File: config.mk
export PLATFORM = sky130hd
export DESIGN_NAME = tls_extension_list_deframer
export DESIGN_NICKNAME = d
export VERILOG_FILES = /design/src/hdl/tlsed_pkg.sv /design/src/hdl/tls_extension_list_deframer.sv
export SDC_FILE = /design/constraint.sdc
export NUM_CORES = 1
export LEC_CHECK = 0
export BUFFER_PORTS_ARGS = -buffer_cell sky130_fd_sc_hd__buf_2
export CORE_AREA = 3 3 118 234
export CTS_BUF_LIST = sky130_fd_sc_hd__clkbuf_4 sky130_fd_sc_hd__clkbuf_8
export DETAILED_ROUTE_END_ITERATION = 16
export DIE_AREA = 0 0 121 237
export PLACE_DENSITY = 0.69
export SLEW_MARGIN = 40
export SYNTH_ARGS = -nofsm -noshare
export SYNTH_HDL_FRONTEND = slang
export SYNTH_SLANG_ARGS = --single-unit
File: constraint.sdc
create_clock -name clock -period 3.6 [get_ports clock]
set_clock_uncertainty 0.1 [all_clocks]
set_input_delay 0.54 -clock clock [delete_from_list [all_inputs] [get_ports clock]]
set_output_delay 0.54 -clock clock [all_outputs]
set_load 0.005 [all_outputs]
File: src/hdl/tlsed_pkg.sv
// ----------------------------------------------------------------------------
// TLS extension list deframer package
// Result kinds, error codes and the result record shared by the deframer
// and its port checker.
// ----------------------------------------------------------------------------
`default_nettype none

package tlsed_pkg;

   // Kind of a result item.
   typedef enum logic [1:0] {
      KIND_HEADER  = 2'd0,
      KIND_PAYLOAD = 2'd1,
      KIND_DONE    = 2'd2,
      KIND_ERROR   = 2'd3
   } kind_type;

   // Error codes carried with an error result.
   localparam logic [1:0] ERR_SHORT    = 2'd0;
   localparam logic [1:0] ERR_MISMATCH = 2'd1;
   localparam logic [1:0] ERR_TRUNC    = 2'd2;

   // Byte count saturates at the top of its range.
   localparam int unsigned SEEN_W = 17;

   // Result queue depth; two free entries are needed to take an item.
   localparam int unsigned QUEUE_DEPTH = 4;

   // Packed widths on the ports.
   localparam int unsigned REQ_DATA_W = 8;
   localparam int unsigned RSP_DATA_W = 48;
   localparam int unsigned RSP_USER_W = 2;

   // One result item.
   typedef struct packed {
      kind_type    kind;
      logic [15:0] ext_code;
      logic [15:0] ext_size;
      logic [7:0]  payload_byte;
      logic        payload_last;
      logic [1:0]  error_code;
   } result_type;

endpackage : tlsed_pkg

`default_nettype wire

File: src/hdl/tls_extension_list_deframer.sv
// A result item is written into the result queue when the input item that
// causes it is accepted, and is shown on the rsp_ side from the queue head.
// Throughput: one input item per cycle while each item causes at most one
// result and the consumer takes each one; an item causing a final result as
// well gives two, drained by the single result port from a four-entry queue.
// Reset (synchronous, active high) clears the parser and the queue.
// ----------------------------------------------------------------------------
// TLS extension list deframer
// Parses a byte stream of TLS extension blocks into header, payload and
// closing results, with a small result queue towards the consumer.
// ----------------------------------------------------------------------------
`default_nettype none

module tls_extension_list_deframer
   import tlsed_pkg::*;
(
   input  wire logic                  clock,
   input  wire logic                  reset,
   // Input item channel.
   input  wire logic                  req_tvalid,
   output      logic                  req_tready,
   input  wire logic [REQ_DATA_W-1:0] req_tdata,   // [7:0] data_byte
   input  wire logic                  req_tlast,   // block_end
   // Result item channel.
   output      logic                  rsp_tvalid,
   input  wire logic                  rsp_tready,
   output      logic [RSP_DATA_W-1:0] rsp_tdata,   // [15:0] ext_code,
                                                   // [31:16] ext_size,
                                                   // [39:32] payload_byte,
                                                   // [41:40] error_code,
                                                   // [47:42] zero
   output      logic [RSP_USER_W-1:0] rsp_tuser,   // [1:0] result_kind
   output      logic                  rsp_tlast    // payload_last
);

   localparam int unsigned PTR_W = $clog2(QUEUE_DEPTH);
   localparam int unsigned CNT_W = PTR_W + 1;
   localparam logic [SEEN_W-1:0] SEEN_MAX = {SEEN_W{1'b1}};

   typedef enum logic [2:0] {
      PH_LEN_HI  = 3'd0,
      PH_LEN_LO  = 3'd1,
      PH_CODE_HI = 3'd2,
      PH_CODE_LO = 3'd3,
      PH_SIZE_HI = 3'd4,
      PH_SIZE_LO = 3'd5,
      PH_PAYLOAD = 3'd6
   } phase_type;

   phase_type         phase_ff, phase_in;
   logic [15:0]       length_ff, length_in;
   logic [SEEN_W-1:0] seen_ff, seen_in;
   logic [15:0]       code_ff, code_in;
   logic [7:0]        size_hi_ff, size_hi_in;
   logic [15:0]       left_ff, left_in;

   result_type        queue_ff [QUEUE_DEPTH];
   logic [PTR_W-1:0]  wr_ptr_ff, wr_ptr_in;
   logic [PTR_W-1:0]  rd_ptr_ff, rd_ptr_in;
   logic [CNT_W-1:0]  count_ff, count_in;

   logic              accept;
   logic              pop;
   logic [7:0]        data_byte;
   logic              prim_valid;
   result_type        prim_res;
   logic              fin_valid;
   result_type        fin_res;
   logic [15:0]       size_word;
   phase_type         phase_step;
   logic [15:0]       length_step;
   result_type        wr_res0;
   logic [1:0]        push_cnt;
   result_type        head;

   assign data_byte  = req_tdata[7:0];
   assign req_tready = (count_ff <= CNT_W'(QUEUE_DEPTH - 2));
   assign accept     = req_tvalid & req_tready;
   assign size_word  = {size_hi_ff, data_byte};

   // Field parser: state update and results for the byte at the port.
   always_comb begin
      phase_step  = phase_ff;
      length_step = length_ff;
      code_in     = code_ff;
      size_hi_in  = size_hi_ff;
      left_in     = left_ff;
      prim_valid  = 1'b0;
      prim_res    = '0;
      seen_in     = (seen_ff == SEEN_MAX) ? seen_ff : seen_ff + SEEN_W'(1);

      unique case (phase_ff)
         PH_LEN_LO: begin
            length_step = {length_ff[15:8], data_byte};
            phase_step  = PH_CODE_HI;
         end
         PH_CODE_HI: begin
            code_in    = {data_byte, 8'h00};
            phase_step = PH_CODE_LO;
         end
         PH_CODE_LO: begin
            code_in    = {code_ff[15:8], data_byte};
            phase_step = PH_SIZE_HI;
         end
         PH_SIZE_HI: begin
            size_hi_in = data_byte;
            phase_step = PH_SIZE_LO;
         end
         PH_SIZE_LO: begin
            prim_valid        = 1'b1;
            prim_res.kind     = KIND_HEADER;
            prim_res.ext_code = code_ff;
            prim_res.ext_size = size_word;
            if (size_word == 16'd0) begin
               phase_step = PH_CODE_HI;
            end else begin
               left_in    = size_word;
               phase_step = PH_PAYLOAD;
            end
         end
         PH_PAYLOAD: begin
            prim_valid            = 1'b1;
            prim_res.kind         = KIND_PAYLOAD;
            prim_res.payload_byte = data_byte;
            prim_res.payload_last = (left_ff == 16'd1);
            left_in               = left_ff - 16'd1;
            if (left_ff == 16'd1) begin
               phase_step = PH_CODE_HI;
            end
         end
         default: begin
            length_step = {data_byte, 8'h00};
            phase_step  = PH_LEN_LO;
         end
      endcase

      // Closing result on the block's last byte.
      fin_valid = req_tlast;
      fin_res   = '0;
      fin_res.kind = KIND_ERROR;
      priority if (seen_in < SEEN_W'(2)) begin
         fin_res.error_code = ERR_SHORT;
      end else if (seen_in != ({1'b0, length_step} + SEEN_W'(2))) begin
         fin_res.error_code = ERR_MISMATCH;
      end else if (phase_step != PH_CODE_HI) begin
         fin_res.error_code = ERR_TRUNC;
      end else begin
         fin_res.kind = KIND_DONE;
      end

      phase_in  = phase_step;
      length_in = length_step;
      if (req_tlast) begin
         phase_in   = PH_LEN_HI;
         length_in  = '0;
         seen_in    = '0;
         code_in    = '0;
         size_hi_in = '0;
         left_in    = '0;
      end
   end

   // Result queue bookkeeping: up to two writes and one read a cycle.
   always_comb begin
      pop       = rsp_tvalid & rsp_tready;
      wr_res0   = prim_valid ? prim_res : fin_res;
      push_cnt  = accept ? ({1'b0, prim_valid} + {1'b0, fin_valid}) : 2'd0;
      wr_ptr_in = wr_ptr_ff + PTR_W'(push_cnt);
      rd_ptr_in = rd_ptr_ff + PTR_W'(pop);
      count_in  = count_ff + CNT_W'(push_cnt) - CNT_W'(pop);
   end

   // Parser state and queue control.
   always_ff @(posedge clock) begin
      if (reset) begin
         phase_ff   <= PH_LEN_HI;
         length_ff  <= '0;
         seen_ff    <= '0;
         code_ff    <= '0;
         size_hi_ff <= '0;
         left_ff    <= '0;
         wr_ptr_ff  <= '0;
         rd_ptr_ff  <= '0;
         count_ff   <= '0;
      end else begin
         if (accept) begin
            phase_ff   <= phase_in;
            length_ff  <= length_in;
            seen_ff    <= seen_in;
            code_ff    <= code_in;
            size_hi_ff <= size_hi_in;
            left_ff    <= left_in;
         end
         wr_ptr_ff <= wr_ptr_in;
         rd_ptr_ff <= rd_ptr_in;
         count_ff  <= count_in;
      end
   end

   // Queue storage; the payload needs no reset.
   always_ff @(posedge clock) begin
      if (push_cnt != 2'd0) begin
         queue_ff[wr_ptr_ff] <= wr_res0;
      end
      if (push_cnt == 2'd2) begin
         queue_ff[wr_ptr_ff + PTR_W'(1)] <= fin_res;
      end
   end

   // Head of the queue drives the result channel.
   assign head       = queue_ff[rd_ptr_ff];
   assign rsp_tvalid = (count_ff != '0);
   assign rsp_tuser  = head.kind;
   assign rsp_tlast  = head.payload_last;
   assign rsp_tdata  = {6'd0, head.error_code, head.payload_byte,
                        head.ext_size, head.ext_code};

endmodule : tls_extension_list_deframer

`default_nettype wire

==> results of run 1 <==
[flip-flops by register name, summed over array words and instances (netlist names)]
name / cells
wr_ptr_ff: 2
rd_ptr_ff: 2
count_ff: 3
seen_ff: 17
left_ff: 16
size_hi_ff: 8
queue_ff: 180
length_ff: 16
phase_ff: 3
code_ff: 16
[cell families after synthesis]
logic type | after synthesis
DFF | 263
other | 1
adders and majority gates | 11
AOI/OAI and AO/OA | 374
buffers and inverters | 156
xor gates and xnor gates | 34
muxes | 51
and+or+nand+nor | 488
[how the worst max path moves through the flow]
stage | end
final | queue_ff[2][0]
after global routing | queue_ff[2][0]
after CTS | queue_ff[2][1]
after detailed placement | queue_ff[0][43]
after global placement | queue_ff[0][43]
after floorplan | count_ff[2]
[metrics by stage]
stage          utilization, %  setup TNS [ns]  cell area, um^2  hold slack, ns
2_1_floorplan               -               0            12900           0.319
3_3_place_gp             53.2               0            13900           0.328
4_1_cts                  56.8               0            14900           0.326
5_1_grt                  57.2        -0.00298            15000           0.370
6_report                 57.2               0            15000           0.346
3_5_place_dp             53.3          -0.231            13900           0.340
[power breakdown]
group          switching (mW)  leakage (nW)  internal, mW
clock                    1.19         0.484          1.60
sequential              0.113          2.14          3.01
combinational           0.758          2.92         0.509
total                    2.06          5.54          5.12
[synthesized netlist by cell type, types with 6 or more instances]
cell      count  area, um^2
nand4_1       8        50.1
o21ai_0      43         215
inv_1        15        56.3
a21oi_1     125         626
a32o_1      121        1210
clkbuf_1    105         394
buf_1        11        41.3
nor2_1      141         529
dfxtp_1     251        5020
buf_2        13        65.1
xnor2_1      23         201
a211oi_1      6        45.0
mux2i_1       6        60.1
nand3_1      59         295
mux4_2       45        1010
nand2b_1     15        93.8
and3b_1      12         105
nor3_1       48         240
ha_1         10         125
a22oi_1      20         150
edfxtp_1     12         360
buf_4         7        52.6
nor4_1       15        93.8
and3_1       12        75.1
xor2_1        9        78.8
or3_1        16         100
nand2_1     105         394
[final cells by class]
cell class | count | area, um^2 | area share, %
antenna | 1 | 2.50 | 0.0167
clock buffer | 59 | 774 | 5.18
clock inverter | 12 | 145 | 0.970
inverter | 15 | 56.3 | 0.376
multi-input combinational | 964 | 7040 | 47.0
sequential | 263 | 5390 | 36.0
tap | 344 | 430 | 2.88
timing repair buffer | 154 | 1120 | 7.49
[critical path, stage by stage (launching register included)]
cell      delay [ns]
dfxtp_1         0.45
ha_4            0.21
and3_2          0.25
nand2_1         0.09
o31a_1          0.39
or3b_2          0.47
a21oi_1         0.18
a211o_1         0.16
o311ai_2        0.17
buf_4           0.19
nor4_4          0.28
buf_4           0.20
nor3_1          0.05
[routing by layer]
| metal | vias to the layer above | track usage, % | share of wire, % |
|---|---|---|---|
| li1 | 5299 | - | - |
| met1 | 5565 | 27.9 | 35 |
| met2 | 406 | 49.2 | 55 |
| met3 | 126 | 3.35 | 4.8 |
| met4 | 0 | 14.3 | 5.4 |
| met5 | - | 0 | 0 |
[timing repair]
| action | CTS | global route |
|---|---|---|
| resized for setup | 2 | 19 |
| pin swaps | 0 | 1 |
| setup endpoints to repair | 3 | 13 |
| hold endpoints to repair | 0 | 0 |
==> metrics.md, run 1 <==
| Metric | Value |
|---|---|
| Share of post-route cells with drive strength above 1 | 23.3% |
| Cells after DPL | 1740 |
| Relative slew slack | 49.3% |
| Total global routing overflow | 0 |
| Sequential area share after synthesis | 41.8% |
| Power density cells | 480 nW/um^2 |
| # Post-CTS Setup Buffers | 0 |
| Number of CTS-inserted buffers | 39 |
| WHS Path Cells | 2 |
| Final Cycle Share | 96.4% |
| Warnings from Yosys | 0 |
| Number of synthesized flops with an enable pin | 12 |
| Die H | 237 um |
| Class of the most critical setup path | flip-flop to flip-flop |
| Simple-gate share of the synthesized area | 19.5% |
| Worst R2R Path Depth | 12 |
| R2R Setup Slk | 0.13 ns |
| Layout area overhead | 16.0% |
| Via/cell ratio | 6.29 |
| Status | finished, final reports clean |
| Vias in the first global route | 11.5k |
| Commonest non-fill, non-tap cells in the layout | dfxtp_1 (245), nor2_1 (134), a21oi_1 (125) |
| CP Data Arrival Time | 3.66 ns |
| Ys async rst share | 0% |
| Wirelength per Cell | 21.0 um |
| Power consumption | 7.19 mW |
| Initial antenna violation count | 1 |
| DR DRC count | 0 |
| Detailed Place HPWL | 25.5 mm |
| Count of input and output buffers | 59 |
| Final critical-path required period | 3.47 ns |
| Total Routing Usage GR | 26.3% |
| Mux cell area share after synthesis | 8.33% |
| Layout Nets | 1461 |
| Die area | 28700 um^2 |
| Initial drt markers | 836 |
| Max VDD drop | 0.000487 V |
| Hold Crit Class | flip-flop to flip-flop |
| Hold Violations, Final | 0 |
| Main combinational cell family by area after synthesis | compound AO/OA/AOI/OAI gates |
| CP endpoint kind | flip-flop |
| Final RePlAce weighted congestion | 0.912 |
| Max-slew violations | 0 |
| Hold_buf cts | 0 |
| First-pass GRT wire length | 60.4 mm |
| CTS sink cnt | 263 |
| Leak | 5.54 nW |
| Pre-antenna DRT Iters | 5 |
| Pin count of the biggest net entering global routing | 85 |
| Syn avg cell area | 9.36 um^2 |
| Non-Filler Instances | 1812 |
| Top_reg_cell synth | dfxtp_1 |
| Worst-path clk slew | 0.06 ns |
| Xor and xnor area share after synthesis | 2.56% |
| Complex-gate fraction of the synthesized area | 21.5% |
| Setup crit start | seen_ff[1] |
| RR Startpoint | seen_ff[1] |
| Routed via count | 11.4k |
| Worst-Skew Late Latency | 0.57 ns |
| Final wirelength | 38.1 mm |
| Commonest non-fill, non-tap cell in the layout | dfxtp_1 |
| Worst Hold End | queue_ff[1][44] |
| Critical R2R Capture | queue_ff[2][0] |
| # IOs | 66 |
| Mapped cell area | 12900 um^2 |
| Max cap viols | 0 |
| Worst slack at placement | -0.0757 ns |
| Mapped Cells | 1378 |
| Initial Util | 49.3% |
| H-Tree Depth | 2 |
| Post-route setup slack | 0.129 ns |
| Fmax achieved | 0.288 GHz |
| Fillers | 2344 |
| Cell variety after synth | 88 |
| ANT nets after route | 0 |
| Maximum clock path buffer count | 3 |
| DIE WIDTH | 121 um |
| WP data required | 3.79 ns |
| CP Max Fanout | 6 |
| FP Rows | 84 |
| CTS tree | done |
| #FFs+latches synth | 263 |
| CORE AREA | 26200 um^2 |
| CTS root buf | clkbuf_8 |
| Startpoint types | flip-flop |
| Worst slew pin tran | 0.758 ns |
| Endpoints failing setup | 0 |
| Adder-Cell Fraction of Synth Area | 1.13% |
| Hold Startpoint | queue_ff[1][44] |
No activity file was read; power rests on OpenSTA's default activity.
==> run 2, diff against run 1 <==
--- a/config.mk
+++ b/config.mk
@@ -7,9 +7,11 @@
 export LEC_CHECK = 0
 export BUFFER_PORTS_ARGS = -buffer_cell sky130_fd_sc_hd__buf_2
-export CORE_AREA = 3 3 118 234
+export CELL_PAD_IN_SITES_DETAIL_PLACEMENT = 1
+export CELL_PAD_IN_SITES_GLOBAL_PLACEMENT = 2
+export CORE_AREA = 3 3 136 270
 export CTS_BUF_LIST = sky130_fd_sc_hd__clkbuf_4 sky130_fd_sc_hd__clkbuf_8
 export DETAILED_ROUTE_END_ITERATION = 16
-export DIE_AREA = 0 0 121 237
-export PLACE_DENSITY = 0.69
+export DIE_AREA = 0 0 139 273
+export PLACE_DENSITY_LB_ADDON = 0.1
 export SLEW_MARGIN = 40
 export SYNTH_ARGS = -nofsm -noshare
==> constraint.sdc (replaced) <==
create_clock -name clock -period 3.6 [get_ports clock]
set_clock_uncertainty 0.1 [all_clocks]
set_input_delay 0.36 -clock clock [delete_from_list [all_inputs] [get_ports clock]]
set_output_delay 0.36 -clock clock [all_outputs]
set_load 0.005 [all_outputs]
==> metrics.md, run 2 (synthesis gave the netlist of run 1 again) <==
| Metric | Value |
|---|---|
| Total Routing Usage GR | 24.0% (was 26.3%) |
| Power consumption | 7.25 mW (was 7.19 mW) |
| Total net switching power | 2.18 mW (was 2.06 mW) |
| CP Data Arrival Time | 3.69 ns (was 3.66 ns) |
| Vias in the first global route | 12.5k (was 11.5k) |
| # IOs | 66 (unchanged) |
| Maximum clock path buffer count | 3 (unchanged) |
| Logic pwr share | 18.9% (was 17.6%) |
| Endpoints failing setup | 0 (unchanged) |
| Commonest non-fill, non-tap cell in the layout | dfxtp_1 (unchanged) |
| Number of CTS-inserted buffers | 41 (was 39) |
| Critical R2R Capture | queue_ff[0][0] (was queue_ff[2][0]) |
| Setup crit start | seen_ff[13] (was seen_ff[1]) |
| Fmax achieved | 0.285 GHz (was 0.288 GHz) |
| Relative slew slack | 51.3% (was 49.3%) |
| WP data required | 3.78 ns (was 3.79 ns) |
| Post-route setup slack | 0.0929 ns (was 0.129 ns) |
| Initial drt markers | 509 (was 836) |
| Final RePlAce weighted congestion | 0.857 (was 0.912) |
| CTS tree | done (unchanged) |
| Total global routing overflow | 0 (unchanged) |
| Hold Crit Class | primary input to flip-flop (was flip-flop to flip-flop) |
| Status | finished, final reports clean (unchanged) |
| Routed via count | 11.6k (was 11.4k) |
| CP Max Fanout | 5 (was 6) |
| First-pass GRT wire length | 72.2 mm (was 60.4 mm) |
| Via/cell ratio | 5.93 (was 6.29) |
| FP Rows | 97 (was 84) |
| CP endpoint kind | flip-flop (unchanged) |
| ANT nets after route | 0 (unchanged) |
| Class of the most critical setup path | flip-flop to flip-flop (unchanged) |
| Worst-Skew Late Latency | 0.57 ns (about the same) |
| Max reg flops | 180 (unchanged) |
| Seq pwr share | 43.0% (was 43.5%) |
| Pin count of the biggest net entering global routing | 85 (unchanged) |
| Max VDD drop | 0.000425 V (was 0.000487 V) |
| Commonest non-fill, non-tap cells in the layout | dfxtp_1 (244), nor2_1 (134), a21oi_1 (125) (was dfxtp_1 (245), nor2_1 (134), a21oi_1 (125)) |
| Final wirelength | 46.7 mm (was 38.1 mm) |
| Hold_buf cts | 0 (unchanged) |
| Cells after DPL | 1876 (was 1740) |
| Hold Violations, Final | 0 (unchanged) |
| Worst slew pin tran | 0.731 ns (was 0.758 ns) |
| Final Cell Area | 15300 um^2 (was 15000 um^2) |
| Wirelength per Cell | 23.9 um (was 21.0 um) |
| Clk pwr share | 38.0% (was 38.9%) |
| Fillers | 4042 (was 2344) |
| Leak | 5.71 nW (was 5.54 nW) |
| Max cap viols | 0 (unchanged) |
| Post-Route Utilization | 43.9% (was 57.2%) |
| Die area | 37900 um^2 (was 28700 um^2) |
| Worst slack at placement | -0.181 ns (was -0.0757 ns) |
| Layout Nets | 1499 (was 1461) |
| Final critical-path required period | 3.51 ns (was 3.47 ns) |
| Count of input and output buffers | 59 (unchanged) |
| R2R Setup Slk | 0.09 ns (was 0.13 ns) |
| Biggest registers after layout | queue_ff x180, seen_ff x17 (unchanged) |
| Detailed Place HPWL | 32.2 mm (was 25.5 mm) |
| DP Area | 14300 um^2 (was 13900 um^2) |
| Sw Share | 30.0% (was 28.7%) |
| Worst-path clk slew | 0.06 ns (about the same) |
| Worst R2R Path Depth | 11 (was 12) |
| DIE WIDTH | 139 um (was 121 um) |
| Max-slew violations | 0 (unchanged) |
| CTS sink cnt | 263 (unchanged) |
| Worst setup path endpoint | queue_ff[0][0] (was queue_ff[2][0]) |
| H-Tree Depth | 2 (unchanged) |
| Top reg by flops | queue_ff (unchanged) |
| Initial Util | 36.9% (was 49.3%) |
| Final Cycle Share | 97.4% (was 96.4%) |
| Internal power | 5.07 mW (was 5.12 mW) |
| Pre-antenna DRT Iters | 5 (unchanged) |
| CORE AREA | 35000 um^2 (was 26200 um^2) |
| RR Startpoint | seen_ff[13] (was seen_ff[1]) |
| CTS root buf | clkbuf_8 (unchanged) |
| Share of post-route cells with drive strength above 1 | 25.3% (was 23.3%) |
| Non-Filler Instances | 1952 (was 1812) |
| Power density cells | 473 nW/um^2 (was 480 nW/um^2) |
| Startpoint types | flip-flop (unchanged) |
| DR DRC count | 0 (unchanged) |
| Initial antenna violation count | 2 (was 1) |
| Die H | 273 um (was 237 um) |
| Layout area overhead | 19.0% (was 16.0%) |
## run 2: power by group through the flow
stage | sequential [mW] | combinational, mW | clock, mW
2_1_floorplan | 3.11 | 0.884 | 0
6_report | 3.12 | 1.37 | 2.76
3_5_place_dp | 3.19 | 1.38 | 0
4_1_cts | 3.12 | 1.38 | 2.84
5_1_grt | 3.13 | 1.50 | 2.97
3_3_place_gp | 3.18 | 1.35 | 0
## run 2: final cells by class
class                      instances  area (um^2)  area share, %
tap                              445          557           3.63
timing repair buffer             190         1390           9.09
clock inverter                    10          105          0.685
multi-input combinational        964         7050           46.0
sequential                       263         5390           35.2
inverter                          15         56.3          0.367
antenna                            1         2.50         0.0163
clock buffer                      64          781           5.09
## run 2: timing repair
action,CTS,global route
cloned,0,0
pin swaps,0,3
setup endpoints to repair,12,12
endpoints found under the hold margin,0,0
gates resized for setup,7,18
setup buffers,0,1
## run 2: worst max-delay path, cell delays in order, from the launching register on
cell	delay (ns)
dfxtp_1	0.37
nand4_1	0.25
or4_1	0.62
and3_1	0.25
and3_1	0.28
xnor2_2	0.23
mux2i_2	0.30
buf_4	0.15
nor2_1	0.05
nor4_4	0.37
buf_4	0.20
nor3_1	0.05
## run 2: per-stage QoR
stage,hold slack (ns),setup TNS (ns)
floorplan,0.319,0
global placement,0.336,-0.735
detailed placement,0.344,-1.48
CTS,0.174,0
global route,0.202,-0.0999
finish,0.207,0
## run 2: how the worst min path moves through the flow
stage / start / to / slack, ns / cells past startpoint
5_1_grt: req_tdata[3] / queue_ff[1][6] / 0.20 / 4
6_report: req_tdata[3] / queue_ff[1][6] / 0.21 / 4
3_3_place_gp: queue_ff[1][44] / queue_ff[1][44] / 0.34 / 2
3_5_place_dp: queue_ff[1][44] / queue_ff[1][44] / 0.34 / 2
4_1_cts: req_tdata[3] / queue_ff[1][6] / 0.17 / 4
2_1_floorplan: queue_ff[1][44] / queue_ff[1][44] / 0.32 / 2
## run 2: layer usage
layer / global-route usage, % / wire length, um / vias to the layer above
met4: 11.3 / 2340 / 0
li1: - / - / 5382
met3: 2.56 / 1250 / 108
met2: 48.5 / 26400 / 221
met1: 23.9 / 16700 / 5863
met5: 0 / 0 / -
